===== src/design/psmp_pkg.sv =====
// Shared types, constants and a helper function for the spatial mode projection block.
`default_nettype none
package psmp_pkg;

	localparam int unsigned MAX_POINTS_DEF = 1048576;

	localparam int unsigned SAMPLE_W = 16;
	localparam int unsigned SUM_W    = 48;
	localparam int unsigned PROD_W   = 32;
	localparam int unsigned OUT_W    = 32;
	localparam int unsigned LANES    = 4;
	localparam int unsigned DIV_W    = 43;
	localparam int unsigned REM_W    = DIV_W + 1;
	localparam int unsigned HEAD_W   = SUM_W - 23;
	localparam int unsigned DIV_STEPS = 32;
	localparam int unsigned CNT_W    = 5;
	localparam int unsigned CMP_W    = 26;

	localparam logic [2:0] CFG_IDX_MODE   = 3'd0;
	localparam logic [2:0] CFG_IDX_NSNAP  = 3'd1;
	localparam logic [2:0] CFG_IDX_EIGEN  = 3'd2;
	localparam logic [2:0] CFG_IDX_NPOINT = 3'd3;

	localparam logic [2:0] MODE_KE_UVW = 3'd0;
	localparam logic [2:0] MODE_P_ONLY = 3'd1;
	localparam logic [2:0] MODE_Q_ALL  = 3'd2;
	localparam logic [2:0] MODE_U      = 3'd3;
	localparam logic [2:0] MODE_V      = 3'd4;
	localparam logic [2:0] MODE_W      = 3'd5;

	localparam logic [OUT_W-1:0] SAT_POS = 32'h7FFF_FFFF;
	localparam logic [OUT_W-1:0] SAT_NEG = 32'h8000_0000;

	typedef struct packed {
		logic acc;
		logic load;
		logic init;
		logic step;
		logic finish;
	} psmp_cmd_t;

	// Lane enables, bit 0 = u, 1 = v, 2 = w, 3 = p.
	function automatic logic [LANES-1:0] lane_sel(input logic [2:0] mode);
		logic [LANES-1:0] sel;
		unique case (mode)
			MODE_KE_UVW: sel = 4'b0111;
			MODE_P_ONLY: sel = 4'b1000;
			MODE_Q_ALL:  sel = 4'b1111;
			MODE_U:      sel = 4'b0001;
			MODE_V:      sel = 4'b0010;
			MODE_W:      sel = 4'b0100;
			default:     sel = 4'b0000;
		endcase
		return sel;
	endfunction

endpackage
`default_nettype wire


===== src/design/psmp_ctrl.sv =====
// Controller state machine: accumulation, divisor setup, division steps and result hand-off.
`default_nettype none
module psmp_ctrl
	import psmp_pkg::*;
(
	input  wire logic  clk,
	input  wire logic  arst_n,
	input  wire logic  in_valid,
	input  wire logic  last_snapshot,
	output logic       in_ready,
	output logic       out_valid,
	input  wire logic  out_ready,
	output psmp_cmd_t  cmd
);

	typedef enum logic [2:0] {ST_IDLE, ST_LOAD, ST_INIT, ST_DIV, ST_FIN} state_t;

	state_t             state_q;
	logic [CNT_W-1:0]   cnt_q;
	logic               out_valid_q;
	logic               out_free;

	assign out_free = !out_valid_q || out_ready;
	assign in_ready = (state_q == ST_IDLE);
	assign out_valid = out_valid_q;

	always_comb begin
		cmd.acc    = in_valid && (state_q == ST_IDLE);
		cmd.load   = (state_q == ST_LOAD);
		cmd.init   = (state_q == ST_INIT);
		cmd.step   = (state_q == ST_DIV);
		cmd.finish = (state_q == ST_FIN) && out_free;
	end

	always_ff @(posedge clk or negedge arst_n) begin
		if (!arst_n) begin
			state_q     <= ST_IDLE;
			cnt_q       <= '0;
			out_valid_q <= 1'b0;
		end else begin
			// A new result written in the same cycle keeps the output valid.
			if (out_valid_q && out_ready && !cmd.finish)
				out_valid_q <= 1'b0;
			unique case (state_q)
				ST_IDLE: begin
					if (in_valid && last_snapshot)
						state_q <= ST_LOAD;
				end
				ST_LOAD: state_q <= ST_INIT;
				ST_INIT: begin
					cnt_q   <= '0;
					state_q <= ST_DIV;
				end
				ST_DIV: begin
					cnt_q <= cnt_q + 1'b1;
					if (cnt_q == CNT_W'(DIV_STEPS - 1))
						state_q <= ST_FIN;
				end
				ST_FIN: begin
					if (out_free) begin
						out_valid_q <= 1'b1;
						state_q     <= ST_IDLE;
					end
				end
				default: state_q <= ST_IDLE;
			endcase
		end
	end

endmodule
`default_nettype wire


===== config.mk =====
export PLATFORM = sky130hd
export DESIGN_NAME = psmp_ctrl
export DESIGN_NICKNAME = d
export VERILOG_FILES = /design/src/design/psmp_pkg.sv /design/src/design/psmp_ctrl.sv
export SDC_FILE = /design/constraint.sdc
export NUM_CORES = 1
export LEC_CHECK = 0
export BUFFER_PORTS_ARGS = -buffer_cell sky130_fd_sc_hd__buf_2
export CORE_AREA = 2 2 39 41
export CTS_CLUSTER_DIAMETER = 40
export DETAILED_ROUTE_END_ITERATION = 10
export DIE_AREA = 0 0 41 43
export GPL_TIMING_DRIVEN = 0
export PLACE_DENSITY = 0.58
export SYNTH_ARGS = -nofsm -noshare
export SYNTH_HDL_FRONTEND = slang
export SYNTH_SLANG_ARGS = --single-unit

===== constraint.sdc =====
create_clock -name clk -period 1.2 [get_ports clk]
set_input_delay 0.36 -clock clk [delete_from_list [all_inputs] [get_ports clk]]
set_output_delay 0.36 -clock clk [all_outputs]
set_load 0.005 [all_outputs]

==> results.sh, run 1 <==
export IMPL_timing_fmax_ghz=0.658
export IMPL_seq_area_um2=229
export IMPL_finalCoreUtilization=0.573
export IMPL_yosys_most_used_dff="dfrtp_1"
export IMPL_whs_ns=0.423
export IMPL_yosysWarningCount=0
export IMPL_area_delta_synth_final_pct=70.9
export IMPL_powerDensity_nw_per_um2=1970
export IMPL_critPathKind="reg2out"
export IMPL_synth_nets=58
export IMPL_dieArea_um2=1760
export IMPL_avgViaCountPerCell=4.94
export IMPL_rows=14
export IMPL_synthArstFlopShare=1.00
export IMPL_cap_violations=0
export IMPL_worst_pin_slew_ns=0.176
export IMPL_arrival_ns=1.16
export IMPL_cp_max_fo=5
export IMPL_clock_latency_ns=0.26
export IMPL_hp_start="out_ready"
export IMPL_die_width_um=41
export IMPL_timing_final_max_slew_violations=0
export IMPL_die_h_um=43
export IMPL_dp_slack_ns=-0.152
export IMPL_synth_cell_types=20
export IMPL_final_common_cell="buf_2"
export IMPL_skew_ns=0.00237
export IMPL_root_buffer="clkbuf_4"
export IMPL_syn_avg_cell_area_um2=9.10
export IMPL_initial_core_util=0.335
export IMPL_vias=474
export IMPL_synth_edf_count=0
export IMPL_status="complete, but fails checks"
export IMPL_grt_pass1_wl_mm=1.94
export IMPL_cts_sinks=9
export IMPL_htreeDepth=1
export IMPL_fin_ws_ns=-0.321
export IMPL_cts_tree="built"
export IMPL_fin_total_pwr_mw=1.57
export IMPL_layout_drive_gt1_share=0.613
export IMPL_portBuffers=11
export IMPL_filler_cell_count=124
export IMPL_drc=0
export IMPL_wl_mm=1.28
export IMPL_worst_setup_path_start_kind="flop"
export IMPL_synthesis_area_um2=464
export IMPL_tns_ns=-1.98
export IMPL_ys_ff_latch=9
export IMPL_pin_count=12
export IMPL_wire_per_inst_um=13.3
export IMPL_worstSetupStartpoint="state_q[2]"
export IMPL_antenna_found_initial=0
export IMPL_grt_util_all_layers=0.170
export IMPL_ir_worst_vdd_v=0.000918
export IMPL_ys_seq_area_frac=0.485
export IMPL_grt_pass1_vias=465
export IMPL_final_net_count=88
export IMPL_violations="setup timing"
export IMPL_core_um2=1380
export IMPL_finalInstanceArea_um2=793
export IMPL_placed_cells=78
export IMPL_multi_input_area_um2=305
export IMPL_place_gp_congestion=0.697
export IMPL_grt_max_degree=10
export IMPL_drtAntennaViolNets=0
export IMPL_required_ns=0.84
export IMPL_overflow=0
export IMPL_layoutNonFillerInstCount=96
export IMPL_drt_iter0_markers=3
export IMPL_p_leak_nw=0.400
export IMPL_rsz0062_at_grt="true"
export IMPL_placed_area_um2=554
export IMPL_final_cell_mix="11 x buf_2, 10 x buf_4, 7 x nand2_1"
export IMPL_path_clk_slew_ns=0.06
export IMPL_crit_chain="buf_6 -> nor3_4 -> and2_1 -> buf_2"
export IMPL_cp_end_kind="primary output"
export IMPL_antenna_cells=0
export IMPL_cp_buffers_inverters=2
export IMPL_cpPeakStageDelay_ns=0.44
export IMPL_r2r_start="state_q[1]"
export IMPL_cts_path_max_buffers=2
export IMPL_setup_viol=11
export IMPL_slowest_stage="dfrtp_2"
export IMPL_drt_pass1_iter_count=4
export IMPL_crit_family="flip-flops"
export IMPL_finalHoldViolations=0
export IMPL_period_minus_slack_ns=1.52
export IMPL_cts_inserted_buffers=3
export IMPL_synthCells=51
export IMPL_fin_crit_sh=1.27
export IMPL_hold_class="in2reg"
export IMPL_slew_headroom=0.880
-- synthesized netlist by cell type, types with 2 or more instances --
cell type | instances | area, um2
nor3_1 | 2 | 10.0
dfrtp_1 | 9 | 225
nand3_1 | 3 | 15.0
nor2_1 | 5 | 18.8
o22ai_1 | 2 | 12.5
o21ai_0 | 3 | 15.0
and3_1 | 2 | 12.5
nand2_1 | 9 | 33.8
nand2b_1 | 3 | 18.8
ha_1 | 2 | 25.0
inv_1 | 2 | 7.51
-- power by group --
| part | leakage [nW] | internal, mW | switching (mW) | total, mW |
|---|---|---|---|---|
| Sequential | 0.104 | 0.415 | 0.124 | 0.539 |
| Combinational | 0.281 | 0.465 | 0.328 | 0.792 |
| Clock | 0.0150 | 0.128 | 0.107 | 0.235 |
| Total | 0.400 | 1.01 | 0.559 | 1.57 |
-- kinds of logic after synthesis --
kind of cell,Yosys count,synth area share
buffers and inverters,4,0.0512
adders and majority gates,2,0.0539
DFF,9,0.485
AOI/OAI and AO/OA,6,0.0701
and+or+nand+nor,28,0.294
muxes,2,0.0458
-- layout make-up --
class,count,share of cell area
timing repair buffer,27,0.259
sequential,9,0.289
clock buffer,4,0.0331
tap,16,0.0252
multi-input combinational,38,0.385
inverter,2,0.00946
-- what timing repair did --
item | in CTS | in global routing
endpoints found under the setup margin | 11 | 12
pin swaps | 7 | 5
setup buffers | 14 | 3
resized for setup | 18 | 10
endpoints found under the hold margin | 9 | 0
hold buffers | 1 | 0
-- state kept, by name, indices dropped and copies added, names as in the netlist --
register	count
cnt_q	5
state_q	3
out_valid	1
-- worst min-delay path: cells and delay by family --
| kind | cells | cell delay (ns) |
|---|---|---|
| buf+inv | 1 | 0.07 |
| simple gates | 2 | 0.21 |
-- metal layers --
| layer | vias up | wire [um] | GRT usage | part of all wire |
|---|---|---|---|---|
| li1 | 230 | - | - | - |
| met1 | 229 | 518 | 0.194 | 0.40 |
| met2 | 11 | 692 | 0.266 | 0.54 |
| met3 | 4 | 44 | 0.0471 | 0.034 |
| met4 | 0 | 25 | 0.100 | 0.020 |
| met5 | - | 0 | 0 | 0 |
-- path summary, 6_finish.rpt --
path | cells after the start | to | slack, ns
worst max-delay path | 4 | cmd[4] | -0.32
worst max register to register | 5 | cnt_q[3] | -0.18
worst min-delay path | 3 | out_valid | 0.42
worst min register to register | 2 | cnt_q[4] | 0.54
min in group asynchronous | 2 | out_valid | 0.48
max in group asynchronous | 2 | state_q[1] | 0.53
Note: power is estimated with default switching activity, not from simulation.
==> run 2: changes to the inputs <==
==> constraint.sdc (replaced) <==
create_clock -name clk -period 1.2 [get_ports clk]
set_input_delay 0.24 -clock clk [delete_from_list [all_inputs] [get_ports clk]]
set_output_delay 0.24 -clock clk [all_outputs]
set_load 0.005 [all_outputs]
==> run 2 against run 1 <==
- routed wire length decreased by 15%
- clock power about the same
- worst hold slack got worse by 0.15 ns
- power shrank 7.0%
- die area is the same
- sequential power shrank 0.9%
- the run still ends with setup timing left
- critical endpoint unchanged
- clock-buffer cell count unchanged
- setup slack gained 0.14 ns
- global-route usage down 2.1 points
- sequential share of layout area increased by 2.2 points
- combinational power fell by 13%
==> results.sh, run 2 (same netlist as run 1, synthesis figures left out) <==
export IMPL_layoutNonFillerInstCount=95
export IMPL_setup_viol=10
export IMPL_vias=446
export IMPL_cts_sinks=9
export IMPL_placed_cells=78
export IMPL_portBuffers=11
export IMPL_drt_pass1_iter_count=4
export IMPL_path_clk_slew_ns=0.06
export IMPL_finalInstanceArea_um2=737
export IMPL_antenna_cells=0
export IMPL_worst_setup_path_start_kind="flop"
export IMPL_placed_area_um2=549
export IMPL_powerDensity_nw_per_um2=1980
export IMPL_place_hpwl_um=671
export IMPL_rsz0062_at_grt="true"
export IMPL_drc=0
export IMPL_worst_pin_slew_ns=0.198
export IMPL_filler_cell_count=134
export IMPL_critPathKind="reg2out"
export IMPL_timing_fmax_ghz=0.722
export IMPL_overflow=0
export IMPL_grt_pass1_wl_mm=1.75
export IMPL_fin_total_pwr_mw=1.46
export IMPL_pin_count=12
export IMPL_root_buffer="clkbuf_4"
export IMPL_ir_worst_vdd_v=0.000768
export IMPL_finalCoreUtilization=0.533
export IMPL_avgViaCountPerCell=4.69
export IMPL_rows=14
export IMPL_arrival_ns=1.14
export IMPL_place_gp_congestion=0.732
export IMPL_die_h_um=43
export IMPL_dieArea_um2=1760
export IMPL_drt_iter0_markers=4
export IMPL_skew_ns=0.00625
export IMPL_required_ns=0.96
export IMPL_cp_end_kind="primary output"
export IMPL_fin_ws_ns=-0.185
export IMPL_cts_inserted_buffers=3
export IMPL_cap_violations=0
export IMPL_finalHoldViolations=0
export IMPL_timing_final_max_slew_violations=0
export IMPL_final_cell_mix="11 x buf_2, 11 x buf_4, 7 x nand2_1"
export IMPL_drtAntennaViolNets=0
export IMPL_status="complete, but fails checks"
export IMPL_wire_per_inst_um=11.5
export IMPL_initial_core_util=0.335
export IMPL_htreeDepth=1
export IMPL_clock_latency_ns=0.26
export IMPL_final_net_count=87
export IMPL_grt_pass1_vias=418
export IMPL_grt_util_all_layers=0.149
export IMPL_violations="setup timing"
export IMPL_antenna_found_initial=0
export IMPL_cp_max_fo=4
export IMPL_fin_crit_sh=1.15
export IMPL_slew_headroom=0.868
export IMPL_wl_mm=1.09
export IMPL_cts_path_max_buffers=2
export IMPL_cts_tree="built"
export IMPL_core_um2=1380
export IMPL_die_width_um=41
export IMPL_grt_max_degree=10
export IMPL_area_delta_synth_final_pct=58.8
export IMPL_largest_reg_flops=5
export IMPL_period_minus_slack_ns=1.38
export IMPL_layout_drive_gt1_share=0.544
export IMPL_p_leak_nw=0.374
export IMPL_regMostFlops="cnt_q"
export IMPL_hold_class="in2reg"
[run 2: critical path, stage by stage (launching register included)]
cell and delay [ns]:
dfrtp_2 0.43, buf_6 0.13, nor3_4 0.10, and2_1 0.13
buf_2 0.10
[run 2: routing by layer]
metal  routed length [um]  GRT usage
met4                   14      0.100
met5                    0          0
met3                   15     0.0157
met1                  510      0.194
met2                  549      0.219
[run 2: final timing paths]
kind / from / end / slack, ns / cells after the start
worst max-delay path: state_q[2] / cmd[4] / -0.18 / 4
worst min-delay path: out_ready / out_valid / 0.27 / 3
worst max register to register: state_q[1] / cnt_q[3] / -0.11 / 5
worst min register to register: out_valid / out_valid / 0.51 / 2
max in group asynchronous: arst_n / state_q[2] / 0.64 / 2
min in group asynchronous: arst_n / cnt_q[4] / 0.36 / 2
[run 2: report_power, final]
| part | internal [mW] | leakage, nW | switching, mW |
|---|---|---|---|
| combinational | 0.409 | 0.256 | 0.281 |
| clock | 0.128 | 0.0150 | 0.105 |
| sequential | 0.415 | 0.104 | 0.119 |
[run 2: layout make-up]
| cell class | count | area [um2] | area share |
|---|---|---|---|
| multi-input combinational | 38 | 273 | 0.370 |
| sequential | 9 | 229 | 0.311 |
| timing repair buffer | 26 | 181 | 0.246 |
| clock buffer | 4 | 26.3 | 0.0357 |
| tap | 16 | 20.0 | 0.0272 |
| inverter | 2 | 7.51 | 0.0102 |
[run 2: timing repair]
action / 4_1_cts / 5_1_grt
endpoints found under the hold margin: 9 / 0
setup buffers: 12 / 2
endpoints found under the setup margin: 11 / 12
resized for setup: 13 / 6
hold buffers: 1 / 0
pin swaps: 4 / 3
[run 2: per-stage QoR]
stage	TNS (ns)	hold WS, ns	setup WS, ns
6_report	-0.932	0.273	-0.185
5_1_grt	-1.57	0.297	-0.253
4_1_cts	-0.998	0.269	-0.206
3_5_place_dp	-0.373	0.101	-0.0889
3_3_place_gp	-0.256	0.100	-0.0705
2_1_floorplan	-0.00588	-0.0556	-0.00588
